--- src/hdl/mrfcc_pkg.sv ---
`timescale 1ns / 1ps
`default_nettype none

package mrfcc_pkg;

	localparam int unsigned BYTE_W  = 8;
	localparam int unsigned CRC_W   = 16;
	localparam int unsigned LEN_W   = 8;

	// register indexes on the configuration port
	localparam logic CFG_MAX_LEN = 1'b0;
	localparam logic CFG_SKIP_CR = 1'b1;

	localparam logic [BYTE_W-1:0] MAX_LEN_RST = 8'd10;
	localparam logic              SKIP_CR_RST = 1'b1;

	localparam logic [BYTE_W-1:0] CR_BYTE     = 8'h0D;
	localparam logic [LEN_W:0]    CHECK_ABOVE = 9'd4;
	localparam logic [CRC_W-1:0]  CRC_INIT    = 16'hFFFF;
	localparam logic [CRC_W-1:0]  CRC_POLY    = 16'hA001;

	// one result beat
	typedef struct packed {
		logic             good;
		logic             dropped;
		logic [LEN_W-1:0] length;
	} result_t;

	// Modbus CRC-16, one byte folded in (reflected, LSB first)
	function automatic logic [CRC_W-1:0] crc_add_byte(
		input logic [CRC_W-1:0]  crc_in,
		input logic [BYTE_W-1:0] data
	);
		logic [CRC_W-1:0] c;
		c = crc_in ^ {{(CRC_W-BYTE_W){1'b0}}, data};
		for (int k = 0; k < BYTE_W; k++) begin
			if (c[0]) begin
				c = (c >> 1) ^ CRC_POLY;
			end else begin
				c = c >> 1;
			end
		end
		return c;
	endfunction

endpackage

`default_nettype wire

--- src/hdl/mrfcc_in_reg.sv ---
`timescale 1ns / 1ps
`default_nettype none

module mrfcc_in_reg
	import mrfcc_pkg::*;
(
	input  wire logic              clk,
	input  wire logic              arst_n,
	input  wire logic              in_valid,
	output logic                   in_stall,
	input  wire logic [BYTE_W-1:0] rx_byte,
	input  wire logic              advance,
	output logic                   valid_s1,
	output logic [BYTE_W-1:0]      byte_s1
);

	logic take;

	// hold off only while a beat sits here and cannot move on
	assign in_stall = valid_s1 & ~advance;
	assign take     = in_valid & ~in_stall;

	always_ff @(posedge clk or negedge arst_n) begin
		if (!arst_n) begin
			valid_s1 <= 1'b0;
		end else begin
			valid_s1 <= take | (valid_s1 & ~advance);
		end
	end

	always_ff @(posedge clk) begin
		if (take) begin
			byte_s1 <= rx_byte;
		end
	end

endmodule

`default_nettype wire

--- src/hdl/mrfcc_check.sv ---
`timescale 1ns / 1ps
`default_nettype none

module mrfcc_check
	import mrfcc_pkg::*;
(
	input  wire logic              clk,
	input  wire logic              arst_n,
	input  wire logic              advance,
	input  wire logic [BYTE_W-1:0] byte_s1,
	input  wire logic [BYTE_W-1:0] max_len,
	input  wire logic              skip_cr,
	output result_t                res
);

	logic [LEN_W-1:0]  count_q;
	logic [CRC_W-1:0]  crc_q;
	logic [BYTE_W-1:0] older_q;
	logic [BYTE_W-1:0] newer_q;

	logic              skip;
	logic [CRC_W-1:0]  crc_adv;
	logic [LEN_W:0]    next;
	logic [LEN_W-1:0]  next_sat;
	logic              checking;
	logic              match;
	logic              drop;

	// frame decision for the byte in the input register
	always_comb begin
		skip     = skip_cr & (byte_s1 == CR_BYTE);
		crc_adv  = (count_q >= LEN_W'(2)) ? crc_add_byte(crc_q, older_q) : crc_q;
		next     = {1'b0, count_q} + (LEN_W+1)'(1);
		next_sat = next[LEN_W] ? {LEN_W{1'b1}} : next[LEN_W-1:0];
		checking = next > CHECK_ABOVE;
		match    = checking & ({byte_s1, newer_q} == crc_adv);
		drop     = checking & ~match & (next > {1'b0, max_len});

		res.good    = 1'b0;
		res.dropped = 1'b0;
		res.length  = count_q;
		if (!skip) begin
			res.good    = match;
			res.dropped = drop;
			res.length  = next_sat;
		end
	end

	// candidate frame state
	always_ff @(posedge clk or negedge arst_n) begin
		if (!arst_n) begin
			count_q <= '0;
			crc_q   <= CRC_INIT;
			older_q <= '0;
			newer_q <= '0;
		end else if (advance && !skip) begin
			if (match || drop) begin
				count_q <= '0;
				crc_q   <= CRC_INIT;
				older_q <= '0;
				newer_q <= '0;
			end else begin
				count_q <= next[LEN_W-1:0];
				crc_q   <= crc_adv;
				older_q <= newer_q;
				newer_q <= byte_s1;
			end
		end
	end

	// checks
	a_good_xor_drop: assert property (@(posedge clk) disable iff (!arst_n)
		advance |-> !(res.good && res.dropped))
		else $error("good and dropped in one beat");

	a_restart: assert property (@(posedge clk) disable iff (!arst_n)
		advance && (res.good || res.dropped) |=> count_q == '0 && crc_q == CRC_INIT)
		else $error("frame did not restart");

	a_skip_hold: assert property (@(posedge clk) disable iff (!arst_n)
		advance && skip |=> $stable(count_q) && $stable(crc_q) && $stable(newer_q))
		else $error("skipped byte changed frame state");

endmodule

`default_nettype wire

--- src/hdl/mrfcc_out_reg.sv ---
`timescale 1ns / 1ps
`default_nettype none

module mrfcc_out_reg
	import mrfcc_pkg::*;
(
	input  wire logic             clk,
	input  wire logic             arst_n,
	input  wire logic             advance,
	input  result_t               res,
	output logic                  out_valid,
	input  wire logic             out_stall,
	output logic                  frame_good,
	output logic                  frame_dropped,
	output logic [LEN_W-1:0]      frame_length
);

	result_t res_s2;

	always_ff @(posedge clk or negedge arst_n) begin
		if (!arst_n) begin
			out_valid <= 1'b0;
		end else if (advance) begin
			out_valid <= 1'b1;
		end else if (!out_stall) begin
			out_valid <= 1'b0;
		end
	end

	always_ff @(posedge clk) begin
		if (advance) begin
			res_s2 <= res;
		end
	end

	assign frame_good    = res_s2.good;
	assign frame_dropped = res_s2.dropped;
	assign frame_length  = res_s2.length;

endmodule

`default_nettype wire

--- src/hdl/modbus_rtu_frame_crc_checker_unit.sv ---
`timescale 1ns / 1ps
`default_nettype none

// channel | signals                                        | dir
// --------+------------------------------------------------+----
// in      | in_valid, in_stall, rx_byte                    | in
// out     | out_valid, out_stall, frame_good,              | out
//         | frame_dropped, frame_length                    |
// cfg     | cfg_we, cfg_index, cfg_data                    | in
//
// One beat per cycle sustained while out_stall is low; each beat passes from the input register to the result register.
// The byte-wide CRC update and frame compare sit between those two registers.
// Reset: frame state cleared, CRC 0xFFFF, max_len 10, skip_cr 1.
// A stalled result holds; one more beat waits in the input register, then in_stall rises.

module modbus_rtu_frame_crc_checker_unit
	import mrfcc_pkg::*;
(
	input  wire logic              clk,
	input  wire logic              arst_n,
	input  wire logic              in_valid,
	output logic                   in_stall,
	input  wire logic [BYTE_W-1:0] rx_byte,
	output logic                   out_valid,
	input  wire logic              out_stall,
	output logic                   frame_good,
	output logic                   frame_dropped,
	output logic [LEN_W-1:0]       frame_length,
	input  wire logic              cfg_we,
	input  wire logic              cfg_index,
	input  wire logic [BYTE_W-1:0] cfg_data
);

	logic              valid_s1;
	logic [BYTE_W-1:0] byte_s1;
	logic              advance;
	result_t           res;
	logic [BYTE_W-1:0] max_len_q;
	logic              skip_cr_q;

	// configuration registers
	always_ff @(posedge clk or negedge arst_n) begin
		if (!arst_n) begin
			max_len_q <= MAX_LEN_RST;
			skip_cr_q <= SKIP_CR_RST;
		end else if (cfg_we) begin
			unique case (cfg_index)
				CFG_MAX_LEN: max_len_q <= cfg_data;
				CFG_SKIP_CR: skip_cr_q <= cfg_data[0];
				default: ;
			endcase
		end
	end

	// beat moves into the result register when it is free or draining
	assign advance = valid_s1 & (~out_valid | ~out_stall);

	mrfcc_in_reg u_in (
		.clk      (clk),
		.arst_n   (arst_n),
		.in_valid (in_valid),
		.in_stall (in_stall),
		.rx_byte  (rx_byte),
		.advance  (advance),
		.valid_s1 (valid_s1),
		.byte_s1  (byte_s1)
	);

	mrfcc_check u_check (
		.clk     (clk),
		.arst_n  (arst_n),
		.advance (advance),
		.byte_s1 (byte_s1),
		.max_len (max_len_q),
		.skip_cr (skip_cr_q),
		.res     (res)
	);

	mrfcc_out_reg u_out (
		.clk           (clk),
		.arst_n        (arst_n),
		.advance       (advance),
		.res           (res),
		.out_valid     (out_valid),
		.out_stall     (out_stall),
		.frame_good    (frame_good),
		.frame_dropped (frame_dropped),
		.frame_length  (frame_length)
	);

endmodule

`default_nettype wire
--- config.mk ---
export PLATFORM = sky130hd
export DESIGN_NAME = modbus_rtu_frame_crc_checker_unit
export DESIGN_NICKNAME = d
export VERILOG_FILES = /design/src/hdl/mrfcc_pkg.sv /design/src/hdl/mrfcc_in_reg.sv /design/src/hdl/mrfcc_check.sv /design/src/hdl/mrfcc_out_reg.sv /design/src/hdl/modbus_rtu_frame_crc_checker_unit.sv
export SDC_FILE = /design/constraint.sdc
export NUM_CORES = 1
export LEC_CHECK = 0
export BUFFER_PORTS_ARGS = -buffer_cell sky130_fd_sc_hd__buf_2
export CAP_MARGIN = 25
export CORE_MARGIN = 2
export CORE_UTILIZATION = 55
export CTS_CLUSTER_DIAMETER = 100
export DETAILED_ROUTE_END_ITERATION = 6
export MAX_ROUTING_LAYER = met4
export PLACE_DENSITY = 0.78
export SYNTH_ARGS = -nofsm -noshare
export SYNTH_HDL_FRONTEND = slang
export SYNTH_SLANG_ARGS = --single-unit
--- constraint.sdc ---
create_clock -name clk -period 9.2 [get_ports clk]
set_input_delay 1.84 -clock clk [delete_from_list [all_inputs] [get_ports clk]]
set_output_delay 1.84 -clock clk [all_outputs]
set_load 0.01 [all_outputs]
==> summary.md <==
| Metric | Value |
|---|---|
| Highest-count cells in the layout ignoring fill and taps | `40 x sky130_fd_sc_hd__nor2_1, 33 x sky130_fd_sc_hd__xnor2_1, 33 x sky130_fd_sc_hd__buf_2` |
| Critical path endpoint category | `flip-flop` |
| Die outline height | `88.4 um` |
| DRT iter0 DRCs | `242` |
| Placement row count | `30` |
| DRC violations left | `0` |
| Max-capacitance violation count | `0` |
| Main area contributors after synthesis | `sky130_fd_sc_hd__dfrtp_1 20%, sky130_fd_sc_hd__edfxtp_1 14%, sky130_fd_sc_hd__dfstp_2 13%` |
| Clock input transition at the sequential cells of the worst setup and hold paths | `70 ps` |
| DR pass1 iterations | `4` |
| Result of the run | `finished, final reports clean` |
| Yosys warns | `0` |
| Total Nets Final | `452` |
| Portion of the post-synthesis area used by sequential elements | `47.0%` |
| Synthesized instance count | `393` |
| Fraction of final layout cells with drive strength greater than 1 | `19.3%` |
| IO Port Bufs | `33` |
| Number of enable flip-flop cells after synthesis | `18` |
| Final-report setup violation count | `0` |
| Critical path, cell by cell | `inv_1 > ha_1 > or4_1 > or2_1 > or4_1 > a2111oi_2 > nand3_1 > nor3_2 > nand4_4 > a21oi_2 > o32a_1` |
| Vias/cell | `5.79` |
| Number of levels in the clock H-tree | `3` |
| Critical path's most frequent cell | `sky130_fd_sc_hd__or4_1` |
| Most common cell after layout, fill and taps aside | `sky130_fd_sc_hd__nor2_1` |
| Number of buffers created by CTS | `9` |
| Boundary pin count | `34` |
| Worst Path Required | `9490 ps` |
| Biggest fanout along the worst timing path | `17` |
| Clk Tree Root Cell | `sky130_fd_sc_hd__clkbuf_8` |
| Library cell occupying the most area in the post-synthesis netlist | `sky130_fd_sc_hd__dfrtp_1` |
| Total routing resource utilization after global routing | `25.4%` |
| Setup total negative slack | `0 ps` |
| Data arrival time of the critical path | `4860 ps` |
| Type of the worst min-delay path | `flip-flop to flip-flop` |
| WL/cell | `16.9 um` |
| Die Width | `88.4 um` |
| Share of synthesized registers carrying an async set or reset | `73.9%` |
| Worst-margin pin slew | `978 ps` |
| Initial Util | `57.3%` |
| Number of distinct library cells after synthesis | `50` |
| Routability-driven placement congestion ratio | `0.903` |
| Final critical-path required period | `4570 ps` |
| Final HPWL from detailed placement | `6050 um` |
| Count of final hold-check violations | `0` |
| Mapped Avg Cell Area | `9.96 um2` |
| Sum of met3 wire segment lengths after detailed routing | `458 um` |
| Wire length of the first global-routing pass | `14700 um` |
| Setup repair bufs after CTS | `0` |
| Area share of the largest cell type after synthesis | `20.5%` |
| Slowest Stage Delay on Critical Path | `840 ps` |
| Max Freq | `219 MHz` |
| Number of filler instances in the final layout | `592` |
| Skew-Pair Late Insertion Delay | `350 ps` |
| Final Skew | `13.8 ps` |
| CTS sink count | `69` |
| Routed length on met1 | `4100 um` |
| Headroom to the max-slew limit | `34.8%` |
| Synth Flop Type | `sky130_fd_sc_hd__dfrtp_1` |
| RSZ-0062 raised after global routing | `false` |
| Path type of the worst setup path | `flip-flop to flip-flop` |
| Highest Signal Layer | `met4` |
| Post-cts repair resize count | `0` |
| Global route total overflow | `0` |
| Pin count of the biggest net entering global routing | `52` |
| CP max stage cell | `sky130_fd_sc_hd__a21oi_2` |
| Number of synthesized register bits | `69` |
| Crit path launch type | `flip-flop` |
| Final clock period utilization by the worst path | `49.7%` |
| Routed length on met2 | `4120 um` |
| Area of the core region | `6830 um2` |
| Via count of the first global-routing pass | `2877` |
| Layout overhead on the synthesized area | `9.59%` |
| Initial antenna violation count | `0` |
| Hold buffer count at cts | `0` |
| Total wirelength of the detailed-routed design | `8770 um` |
| Net count of the mapped netlist | `426` |
| Total number of vias | `3010` |
| Clock tree from TritonCTS | `yes` |
| Ant. Diodes | `0` |
| Maximum count of clock buffers along a single path | `2` |
| Max Transition Viols Final | `0` |
| Total Die Area | `7810 um2` |
| Post-synthesis instance area | `3910 um2` |
| Final ANT Viol Nets | `0` |
==> cell families (layout without fill, tap and decap cells) <==
family | after synthesis | in the layout | share of synthesized area, %
xor gates and xnor gates | 45 | 45 | 10.4
AOI/OAI and AO/OA | 82 | 82 | 15.3
buffers and inverters | 44 | 75 | 4.89
DFF | 69 | 69 | 47.0
adders and majority gates | 11 | 11 | 3.52
muxes | 4 | 4 | 1.09
and+or+nand+nor | 138 | 138 | 17.7
==> per-layer routing <==
metal  vias up  global-route usage, %
met3        10                   4.94
met2        99                   36.3
met4         0                   7.85
met5         -                      -
met1      1455                   36.9
li1       1446                      -
==> synthesized netlist by cell type (4+ instances only) <==
master,number
sky130_fd_sc_hd__nor2_1,40
sky130_fd_sc_hd__xnor2_1,33
sky130_fd_sc_hd__dfrtp_1,32
sky130_fd_sc_hd__nand2_1,28
sky130_fd_sc_hd__inv_1,21
sky130_fd_sc_hd__a21oi_1,20
sky130_fd_sc_hd__dfstp_2,19
sky130_fd_sc_hd__edfxtp_1,18
sky130_fd_sc_hd__nor3_1,15
sky130_fd_sc_hd__clkbuf_1,14
sky130_fd_sc_hd__o21ai_0,14
sky130_fd_sc_hd__nand3_1,12
sky130_fd_sc_hd__o32a_1,12
sky130_fd_sc_hd__ha_1,11
sky130_fd_sc_hd__xor2_1,11
sky130_fd_sc_hd__nand2b_1,9
sky130_fd_sc_hd__a211oi_1,8
sky130_fd_sc_hd__nand4_1,8
sky130_fd_sc_hd__buf_2,6
sky130_fd_sc_hd__and3_1,5
sky130_fd_sc_hd__o22a_1,5
sky130_fd_sc_hd__a31oi_1,4
sky130_fd_sc_hd__and2_1,4
sky130_fd_sc_hd__nor2b_1,4
==> final timing paths <==
path / depth (start not counted) / from / endpoint / slack (ps)
max in group asynchronous: 2 / arst_n / u_out.out_valid$_DFFE_PN0P_ / 7150
setup reg to reg: 11 / u_check.count_q[0]$_DFFE_PN0P_ / u_check.crc_q[7]$_DFFE_PN1P_ / 4630
setup / recovery: 11 / u_check.count_q[0]$_DFFE_PN0P_ / u_check.crc_q[7]$_DFFE_PN1P_ / 4630
min in group asynchronous: 2 / arst_n / u_check.newer_q[6]$_DFFE_PN0P_ / 1610
hold / removal: 1 / u_in.valid_s1$_DFF_PN0_ / u_out.out_valid$_DFFE_PN0P_ / 500
hold reg to reg: 1 / u_in.valid_s1$_DFF_PN0_ / u_out.out_valid$_DFFE_PN0P_ / 500
==> metrics by stage <==
| step | std cells | hold WS (ps) | setup slack [ps] | util [%] | area [um2] |
|---|---|---|---|---|---|
| after floorplan | 393 | 449 | 5280 | - | 3910 |
| after global placement | 503 | 465 | 4890 | 60.3 | 4120 |
| after detailed placement | 503 | 478 | 4680 | 60.3 | 4120 |
| after CTS | 519 | 498 | 4650 | 62.7 | 4280 |
| after global routing | 520 | 515 | 4390 | 62.8 | 4290 |
| final | 520 | 495 | 4630 | 62.8 | 4290 |
==> registers in the layout (all words and copies together), names as in the netlist <==
register             count
max_len_q                8
skip_cr_q                1
u_check.count_q          8
u_check.crc_q           16
u_check.newer_q          8
u_check.older_q          8
u_in.byte_s1             8
u_in.valid_s1            1
u_out.frame_dropped      1
u_out.frame_good         1
u_out.frame_length       8
u_out.out_valid          1
==> critical path, delay by kind of cell (launching register included) <==
kind | cells | cell delay (ps)
compound gates | 3 | 1490
buf+inv | 1 | 90
flops | 1 | 520
fa+ha+maj | 1 | 210
simple gates | 6 | 2200
==> final cells by class <==
| cell class | count | area (um2) | area share (%) |
|---|---|---|---|
| Clock inverter | 7 | 41.3 | 0.963 |
| Multi-Input combinational cell | 280 | 1880 | 43.9 |
| Inverter | 21 | 78.8 | 1.84 |
| Clock buffer | 9 | 124 | 2.89 |
| Timing Repair Buffer | 38 | 203 | 4.73 |
| Sequential cell | 69 | 1840 | 42.9 |
| Tap cell | 96 | 120 | 2.80 |
Power is not shown: default switching activity piles up to over one toggle a cycle in this logic, so the estimate is an artifact.
